===== src/hdl/rhsv_pkg.sv =====
// Shared types and constants of the RGB to HSV conversion unit.
`default_nettype none

package rhsv_pkg;

    // Widths of the pixel samples and the results.
    localparam int SAMPLE_W = 10;
    localparam int HUE_W    = 9;

    // Dividend width: 1023 * 1023 needs 20 bits.
    localparam int NUM_W    = 20;

    // Quotient bits per division, one per divider stage.
    localparam int QUOT_W   = 10;

    // Color-wheel constants.
    localparam logic [HUE_W-1:0]    HUE_SECTOR = 9'd60;
    localparam logic [HUE_W-1:0]    HUE_GREEN  = 9'd120;
    localparam logic [HUE_W-1:0]    HUE_BLUE   = 9'd240;
    localparam logic [HUE_W-1:0]    HUE_FULL   = 9'd360;
    localparam logic [SAMPLE_W-1:0] SAT_SCALE  = 10'd1023;

    // Result of the classify stage.
    typedef struct packed {
        logic [SAMPLE_W-1:0] bright;
        logic [SAMPLE_W-1:0] chroma;
        logic [SAMPLE_W-1:0] diff;
        logic                neg;
        logic [HUE_W-1:0]    bias;
    } t_cls;

    // State carried through the multiply and divider stages.
    typedef struct packed {
        logic [NUM_W-1:0]    hrem;
        logic [NUM_W-1:0]    srem;
        logic [QUOT_W-1:0]   hq;
        logic [QUOT_W-1:0]   sq;
        logic [SAMPLE_W-1:0] chroma;
        logic [SAMPLE_W-1:0] bright;
        logic                neg;
        logic [HUE_W-1:0]    bias;
    } t_div;

endpackage

`default_nettype wire


===== src/hdl/rhsv_pixel_if.sv =====
// Handshake channel that carries one RGB pixel.
`default_nettype none

interface rhsv_pixel_if;
    logic                              valid;
    logic                              ready;
    logic [rhsv_pkg::SAMPLE_W-1:0]     red;
    logic [rhsv_pkg::SAMPLE_W-1:0]     green;
    logic [rhsv_pkg::SAMPLE_W-1:0]     blue;

    modport source (output valid, output red, output green, output blue, input ready);
    modport sink   (input valid, input red, input green, input blue, output ready);
endinterface

`default_nettype wire


===== src/hdl/rhsv_result_if.sv =====
// Handshake channel that carries one HSV result.
`default_nettype none

interface rhsv_result_if;
    logic                              valid;
    logic                              ready;
    logic [rhsv_pkg::HUE_W-1:0]        hue;
    logic [rhsv_pkg::SAMPLE_W-1:0]     saturation;
    logic [rhsv_pkg::SAMPLE_W-1:0]     brightness;

    modport source (output valid, output hue, output saturation, output brightness,
                    input ready);
    modport sink   (input valid, input hue, input saturation, input brightness,
                    output ready);
endinterface

`default_nettype wire


===== src/hdl/rgb_to_hsv_integer_unit.sv =====
// Pipelined integer RGB to HSV converter, one pixel per clock while the output is not stalled.
`default_nettype none

// The unit converts one pixel per clock cycle. Each pixel passes through 13 register
// stages, the last of which presents its result at the output. The depth
// is set by the two restoring dividers (hue and saturation), which run side by side
// and resolve one quotient bit in each of ten register stages; one classify stage,
// one multiply stage and the output register make up the rest. The pipeline
// advances as a whole: when a result waits at the output and is not taken, the
// input stops accepting pixels until it is. Hue is in whole degrees 0..360,
// saturation is floor(1023 * chroma / max), brightness is the largest sample.
// Grey pixels give hue 0 and black pixels give saturation 0. No reset-time
// sweep is needed; the unit accepts pixels right after reset.

module rgb_to_hsv_integer_unit (
    input  wire           i_clk,
    input  wire           i_rst_n,
    rhsv_pixel_if.sink    i_pix,
    rhsv_result_if.source o_res
);

    localparam int NDIV = rhsv_pkg::QUOT_W;

    // Pipeline enable: move everything when the output slot is free or taken.
    logic r_out_valid;
    logic en;

    assign en          = !r_out_valid || o_res.ready;
    assign i_pix.ready = en;

    // Classify stage: max, min, chroma, hue branch and signed difference.
    rhsv_pkg::t_cls r_cls;
    rhsv_pkg::t_cls n_cls;
    logic           r_cls_valid;

    always_comb begin
        logic [rhsv_pkg::SAMPLE_W-1:0] hi;
        logic [rhsv_pkg::SAMPLE_W-1:0] lo;
        logic [rhsv_pkg::SAMPLE_W-1:0] pos;
        logic [rhsv_pkg::SAMPLE_W-1:0] ngv;
        hi = i_pix.red;
        lo = i_pix.red;
        if (i_pix.green > hi) hi = i_pix.green;
        if (i_pix.blue > hi)  hi = i_pix.blue;
        if (i_pix.green < lo) lo = i_pix.green;
        if (i_pix.blue < lo)  lo = i_pix.blue;

        // Red wins ties over green, green over blue.
        if (hi == i_pix.red) begin
            pos       = i_pix.green;
            ngv       = i_pix.blue;
            n_cls.bias = (i_pix.green >= i_pix.blue) ? '0 : rhsv_pkg::HUE_FULL;
        end else if (hi == i_pix.green) begin
            pos       = i_pix.blue;
            ngv       = i_pix.red;
            n_cls.bias = rhsv_pkg::HUE_GREEN;
        end else begin
            pos       = i_pix.red;
            ngv       = i_pix.green;
            n_cls.bias = rhsv_pkg::HUE_BLUE;
        end

        n_cls.bright = hi;
        n_cls.chroma = hi - lo;
        n_cls.neg    = (pos < ngv);
        n_cls.diff   = (pos >= ngv) ? (pos - ngv) : (ngv - pos);
    end

    always_ff @(posedge i_clk) begin
        if (!i_rst_n) begin
            r_cls_valid <= 1'b0;
        end else if (en) begin
            r_cls_valid <= i_pix.valid;
        end
    end

    always_ff @(posedge i_clk) begin
        if (en) begin
            r_cls <= n_cls;
        end
    end

    // Multiply stage (index 0) and divider stages (indexes 1 to NDIV).
    rhsv_pkg::t_div r_div [0:NDIV];
    rhsv_pkg::t_div n_div [0:NDIV];
    logic [NDIV:0]  r_div_valid;

    always_comb begin
        n_div[0].hrem   = rhsv_pkg::NUM_W'(r_cls.diff) *
                          rhsv_pkg::NUM_W'(rhsv_pkg::HUE_SECTOR);
        n_div[0].srem   = rhsv_pkg::NUM_W'(r_cls.chroma) *
                          rhsv_pkg::NUM_W'(rhsv_pkg::SAT_SCALE);
        n_div[0].hq     = '0;
        n_div[0].sq     = '0;
        n_div[0].chroma = r_cls.chroma;
        n_div[0].bright = r_cls.bright;
        n_div[0].neg    = r_cls.neg;
        n_div[0].bias   = r_cls.bias;
    end

    // Each divider stage resolves one quotient bit of both divisions.
    for (genvar k = 1; k <= NDIV; k++) begin : g_div
        localparam int SH = NDIV - k;

        always_comb begin
            logic [rhsv_pkg::NUM_W-1:0] hden;
            logic [rhsv_pkg::NUM_W-1:0] sden;
            hden     = rhsv_pkg::NUM_W'(r_div[k-1].chroma) << SH;
            sden     = rhsv_pkg::NUM_W'(r_div[k-1].bright) << SH;
            n_div[k] = r_div[k-1];
            if (r_div[k-1].hrem >= hden) begin
                n_div[k].hrem   = r_div[k-1].hrem - hden;
                n_div[k].hq[SH] = 1'b1;
            end
            if (r_div[k-1].srem >= sden) begin
                n_div[k].srem   = r_div[k-1].srem - sden;
                n_div[k].sq[SH] = 1'b1;
            end
        end
    end

    always_ff @(posedge i_clk) begin
        if (!i_rst_n) begin
            r_div_valid <= '0;
        end else if (en) begin
            r_div_valid <= {r_div_valid[NDIV-1:0], r_cls_valid};
        end
    end

    always_ff @(posedge i_clk) begin
        if (en) begin
            for (int j = 0; j <= NDIV; j++) begin
                r_div[j] <= n_div[j];
            end
        end
    end

    // Output stage: apply the hue bias and the grey and black special cases.
    logic [rhsv_pkg::HUE_W-1:0]    r_hue;
    logic [rhsv_pkg::SAMPLE_W-1:0] r_sat;
    logic [rhsv_pkg::SAMPLE_W-1:0] r_bright;
    logic [rhsv_pkg::HUE_W-1:0]    n_hue;
    logic [rhsv_pkg::SAMPLE_W-1:0] n_sat;

    always_comb begin
        logic [rhsv_pkg::HUE_W-1:0] q;
        q = r_div[NDIV].hq[rhsv_pkg::HUE_W-1:0];
        if (r_div[NDIV].chroma == '0) begin
            n_hue = '0;
        end else if (r_div[NDIV].neg) begin
            n_hue = r_div[NDIV].bias - q;
        end else begin
            n_hue = r_div[NDIV].bias + q;
        end
        n_sat = (r_div[NDIV].bright == '0) ? '0 : r_div[NDIV].sq;
    end

    always_ff @(posedge i_clk) begin
        if (!i_rst_n) begin
            r_out_valid <= 1'b0;
        end else if (en) begin
            r_out_valid <= r_div_valid[NDIV];
        end
    end

    always_ff @(posedge i_clk) begin
        if (en) begin
            r_hue    <= n_hue;
            r_sat    <= n_sat;
            r_bright <= r_div[NDIV].bright;
        end
    end

    assign o_res.valid      = r_out_valid;
    assign o_res.hue        = r_hue;
    assign o_res.saturation = r_sat;
    assign o_res.brightness = r_bright;

    // Hue never leaves the color wheel.
    a_hue_range: assert property (@(posedge i_clk) disable iff (!i_rst_n)
        o_res.valid |-> (o_res.hue <= rhsv_pkg::HUE_FULL))
        else $error("hue out of range");

    // A black pixel cannot carry saturation.
    a_sat_black: assert property (@(posedge i_clk) disable iff (!i_rst_n)
        (o_res.valid && (o_res.brightness == '0)) |-> (o_res.saturation == '0))
        else $error("saturation on a black pixel");

    // A stalled result holds the input side closed.
    a_stall_input: assert property (@(posedge i_clk) disable iff (!i_rst_n)
        (o_res.valid && !o_res.ready) |-> !i_pix.ready)
        else $error("input open while output is stalled");

    // An accepted pixel enters the classify stage.
    a_accept_enters: assert property (@(posedge i_clk) disable iff (!i_rst_n)
        (i_pix.valid && i_pix.ready) |=> r_cls_valid)
        else $error("accepted pixel lost at classify stage");

endmodule

`default_nettype wire

===== src/flat_wrapper.sv =====
// flat-port wrapper written by rule: the top's interface ports become plain ports
module rgb_to_hsv_integer_unit_flat 
  (i_clk, i_rst_n, i_pix_valid, i_pix_red, i_pix_green, i_pix_blue, i_pix_ready, o_res_valid, o_res_hue, o_res_saturation, o_res_brightness, o_res_ready);
  rhsv_pixel_if i_pix_i ();
  rhsv_result_if o_res_i ();
  input  wire i_clk;
  input  wire i_rst_n;
  input wire logic [$bits(i_pix_i.valid)-1:0] i_pix_valid;
  input wire logic [$bits(i_pix_i.red)-1:0] i_pix_red;
  input wire logic [$bits(i_pix_i.green)-1:0] i_pix_green;
  input wire logic [$bits(i_pix_i.blue)-1:0] i_pix_blue;
  output wire logic [$bits(i_pix_i.ready)-1:0] i_pix_ready;
  output wire logic [$bits(o_res_i.valid)-1:0] o_res_valid;
  output wire logic [$bits(o_res_i.hue)-1:0] o_res_hue;
  output wire logic [$bits(o_res_i.saturation)-1:0] o_res_saturation;
  output wire logic [$bits(o_res_i.brightness)-1:0] o_res_brightness;
  input wire logic [$bits(o_res_i.ready)-1:0] o_res_ready;
  assign i_pix_i.valid = i_pix_valid;
  assign i_pix_i.red = i_pix_red;
  assign i_pix_i.green = i_pix_green;
  assign i_pix_i.blue = i_pix_blue;
  assign i_pix_ready = i_pix_i.ready;
  assign o_res_valid = o_res_i.valid;
  assign o_res_hue = o_res_i.hue;
  assign o_res_saturation = o_res_i.saturation;
  assign o_res_brightness = o_res_i.brightness;
  assign o_res_i.ready = o_res_ready;
  rgb_to_hsv_integer_unit u_core (.i_clk(i_clk), .i_rst_n(i_rst_n), .i_pix(i_pix_i), .o_res(o_res_i));
endmodule

===== config.mk =====
export PLATFORM = sky130hd
export DESIGN_NAME = rgb_to_hsv_integer_unit_flat
export DESIGN_NICKNAME = d
export VERILOG_FILES = /design/src/hdl/rhsv_pkg.sv /design/src/hdl/rhsv_pixel_if.sv /design/src/hdl/rhsv_result_if.sv /design/src/hdl/rgb_to_hsv_integer_unit.sv /design/src/flat_wrapper.sv
export SDC_FILE = /design/constraint.sdc
export NUM_CORES = 2
export LEC_CHECK = 0
export ABC_AREA = 1
export BUFFER_PORTS_ARGS = -buffer_cell sky130_fd_sc_hd__buf_2
export CORE_MARGIN = 2
export CORE_UTILIZATION = 40
export DETAILED_ROUTE_END_ITERATION = 7
export GPL_TIMING_DRIVEN = 0
export PLACE_DENSITY = 0.6
export SYNTH_ARGS = -nofsm -noshare
export SYNTH_HDL_FRONTEND = slang
export SYNTH_SLANG_ARGS = --single-unit

===== constraint.sdc =====
create_clock -name i_clk -period 37 [get_ports i_clk]
set_clock_uncertainty 0.1 [all_clocks]
set_input_delay 5.55 -clock i_clk [delete_from_list [all_inputs] [get_ports i_clk]]
set_output_delay 5.55 -clock i_clk [all_outputs]
set_load 0.02 [all_outputs]

Word-level counts from Yosys, hierarchy flattened
Memory sizes are Yosys's and may differ from the RTL's.
Index checks and enable logic that the tools add are counted.

cells by class
  eq/ne operators = 2
  order comparisons = 27
  mux-type cells = 55
  reduce and logical (&&, ||, !) cells = 4
  $mul = 2
  $add $sub $neg = 25

operators by type and width
  cell                                          count
  2-to-1 mux 20 bit                             20
  2-to-1 mux 10 bit                             9
  greater-or-equal comparator 20 x 10 -> 1 bit  2
  greater-or-equal comparator 20 x 11 -> 1 bit  2
  greater-or-equal comparator 20 x 12 -> 1 bit  2
  greater-or-equal comparator 20 x 13 -> 1 bit  2
  greater-or-equal comparator 20 x 14 -> 1 bit  2
  greater-or-equal comparator 20 x 15 -> 1 bit  2
  greater-or-equal comparator 20 x 16 -> 1 bit  2
  greater-or-equal comparator 20 x 17 -> 1 bit  2
  greater-or-equal comparator 20 x 18 -> 1 bit  2
  greater-or-equal comparator 20 x 19 -> 1 bit  2
  subtractor 20 x 10 -> 20 bit                  2
  subtractor 20 x 11 -> 20 bit                  2
  subtractor 20 x 12 -> 20 bit                  2
  subtractor 20 x 13 -> 20 bit                  2
  subtractor 20 x 14 -> 20 bit                  2
  subtractor 20 x 15 -> 20 bit                  2
  subtractor 20 x 16 -> 20 bit                  2
  subtractor 20 x 17 -> 20 bit                  2
  subtractor 20 x 18 -> 20 bit                  2
  subtractor 20 x 19 -> 20 bit                  2
  less-than comparator 10 bit                   3
  subtractor 10 bit                             3
  13 further kinds                              40

storage, ports and cells
  bits in registers = 82
  output and inout bits = 31
  RAM bits = 990
  memories kept = 1

memories
  memory        depth  width  rd ports  clocked after Yosys merged registers in  write ports  RTL line                       source
  u_core.r_div  11     90     11        0                                        11           rgb_to_hsv_integer_unit.sv:84  rhsv_pkg::t_div r_div [0:NDIV];

Depth between registers and ports, before layout
  word-level depth = 9
  depth in mapped cells = 48
  depth with buffers taken out = 43

Worst setup path after synthesis
OpenSTA, ideal clock, no wires.

  path kind = in2out
  start point = input o_res_ready
  end point = output i_pix_ready
  buffers on the path = 1
  arrival time = 28.077 ns
  stages on the path = 3
  slack = 3.273 ns
  data required time = 31.350 ns
  cell sequence = nor2_1 inv_1 clkbuf_1

between the ends
  longest elaborated chain between the ends = 1

RTL lines
  what              RTL line                       source
  from (decl)       flat_wrapper.sv:17             input wire logic [$bits(o_res_i.ready)-1:0] o_res_ready;
  logical OR 1 bit  rgb_to_hsv_integer_unit.sv:28  assign en = !r_out_valid || o_res.ready;
  to (decl)         flat_wrapper.sv:12             output wire logic [$bits(i_pix_i.ready)-1:0] i_pix_ready;

Every way passes these cells.

Worst setup path after layout
Same ends and word-level chain as after synthesis.

==> impl_metrics.ini <==
[status]
outcome = completed

[worst_setup_path]
path_max_fanout = 53
ff2ff_setup_slack_ps = 31550
required_ps = 31350
end_kind = output pin
reg2reg_from = u_core.n_div[927]$_DFFE_PP_
r2r_cells = 19
crit_type = input pin to output pin
crit_arrival_ps = 7110
crit_path_start_kind = input pin
critPathLaunch = o_res_ready

[floorplan]
num_rows = 122
ioPinCount = 65
die_y_um = 339
initial_core_util_pct = 40.5
core_um2 = 111000
die_width_um = 339
dieArea_um2 = 115000

[synthesis]
yosys.area_share.simple_pct = 13.0
synth-seq-cells = 831
synth_top_family_by_area = adder cells
synthArstFlopShare_pct = 0
synth_flop_cell = edfxtp_1
synth_edf_count = 818
ys_types = 61
ys_warn_count = 0
synthMuxAreaShare_pct = 0.176
synth_adder_area_share_pct = 13.2
synth_nets = 4624
synth-xor-area-share_pct = 4.92
synth_compound_area_share_pct = 7.78
syn-mean-instance-area_um2 = 10.8
netlist_area_um2 = 44900
seq_area_frac_synth_pct = 55.3
postSynthCellCount = 4168

[finish]
drive_above_1_share_pct = 6.34
areaGrowthSynthToFinish_pct = 12.3
final_cell_mix = edfxtp_1 (818), nand2_1 (676), inv_1 (589)
fillers = 10200
nets = 4794
final_cell_count_no_fill = 5892
final_common_cell = edfxtp_1

[global_route]
gr-usage-all-layers_pct = 14.0
grt_max_degree = 72
grt_pass1_wl_um = 135000
grt_antenna_before_repair = 0
grt_pass1_vias = 28200
grt.overflow.total = 0

[timing]
max_slew_margin_pct = 46.2
final.setup.tns_ps = 0
fmax_mhz = 78.3
tightest_slew_ps = 787
finalCritPeriodShare_pct = 34.5
finalSetupViolations = 0
slew_viol_final = 0
whs_ps = 301
rsz0062_at_grt = false
min_period_ps = 12760
hold_viol_final = 0

[clock_tree]
htreeDepth = 3
cts_buffers = 90
post_cts_resized = 0
cts.sinks = 831
clk_pin_slew_ps = 50
clk_path_buf_depth = 3
root_buffer = clkbuf_16
cts_setup_buffers = 0
tritoncts = yes
clk_latency_ps = 640
ctsHoldBuffers = 0

[drt]
remaining_drc_errors = 0
drt_iter0_drc = 1432
drt_wl_total_um = 80600
vias = 28200
wl_per_cell_um = 13.7
drt_pass1_iterations = 7
drt.antenna.violating_nets = 0
vias_per_cell = 4.78

[min_path]
min-delay-start = u_core.r_div[5][9]$_DFFE_PP_
min_path_type = register to register
whs_path_depth = 0

[placed_design]
dpl.hpwl_um = 62000
placed_cells = 5734
io_buffers = 64
routabilityCongestion = 0.926

[job]
maxCapViolCount = 0
cells in the mapped netlist, types with 10 or more instances:
library cell | number | share of area [%]
edfxtp_1 | 818 | 55
nand2_1 | 676 | 5.7
inv_1 | 589 | 4.9
ha_1 | 338 | 9.4
nor2_1 | 307 | 2.6
o21ai_0 | 265 | 3.0
a21oi_1 | 257 | 2.9
nand3_1 | 195 | 2.2
xor2_1 | 155 | 3.0
xnor2_1 | 97 | 1.9
fa_1 | 84 | 3.7
nor3_1 | 56 | 0.62
nor4_1 | 37 | 0.52
clkbuf_1 | 33 | 0.28
nand4_1 | 29 | 0.40
o211ai_1 | 17 | 0.28
buf_2 | 13 | 0.14
dfxtp_1 | 13 | 0.58
a211oi_1 | 12 | 0.20
nand3b_1 | 12 | 0.20
o21ai_1 | 12 | 0.13
or2_2 | 12 | 0.17
buf_6 | 11 | 0.28
a21o_1 | 10 | 0.17
a31oi_1 | 10 | 0.14
o31ai_1 | 10 | 0.17
cell families (layout without fill, tap and decap cells):
group,count (synthesis),count (layout)
compound gates,640,640
other cells,0,1
fa+ha+maj,422,422
xor+xnor,252,252
flops,831,831
buf+inv,654,889
mux,7,7
simple gates,1362,1362
cell type report:
class	instances	area (µm²)	share of cell area, %
sequential	831	24800	49.2
multi-input combinational	2683	17500	34.8
clock buffer	108	2350	4.66
inverter	594	2230	4.42
tap	1488	1860	3.69
timing repair buffer	78	691	1.37
clock inverter	49	592	1.17
buffer	60	332	0.658
antenna	1	2.50	0.00496
routing by layer:
metal / global-route usage, % / wire [µm] / share of wire [%] / vias to the layer above
met5: 0 / 0 / 0 / -
met4: 6.01 / 2940 / 3.6 / 0
met3: 1.91 / 2480 / 3.1 / 167
met2: 26.1 / 41500 / 51 / 400
met1: 16.0 / 33700 / 42 / 12900
li1: - / - / - / 14700
final timing paths:
kind | end
setup / recovery | i_pix_ready
hold / removal | u_core.r_div[6][9]$_DFFE_PP_
setup reg to reg | u_core.r_div[0][68]$_DFFE_PP_
hold reg to reg | u_core.r_div[6][9]$_DFFE_PP_
per-stage QoR:
stage	setup slack (ps)	instance area [µm²]	util (%)
3_5_place_dp	24220	47500	42.8
2_1_floorplan	3270	44900	-
4_1_cts	24220	50400	45.4
3_3_place_gp	-7350	47100	42.4
6_report	24240	50400	45.4
5_1_grt	24080	50400	45.4
state kept, by name, summed over array words and instances, names as in the netlist:
register / count
u_core.n_div: 26
u_core.o_res.brightness: 10
u_core.o_res.hue: 9
u_core.o_res.saturation: 10
u_core.o_res.valid: 1
u_core.r_cls: 10
u_core.r_cls_valid: 1
u_core.r_div: 753
u_core.r_div_valid: 11
critical path, cell delays in order:
cell      delay, ps
buf_2            90
nor2_1          240
inv_1           130
clkbuf_4        470
buf_16          360
buf_2           210
Power is not shown: default switching activity piles up to over one toggle a cycle in this logic, so the estimate is an artifact.
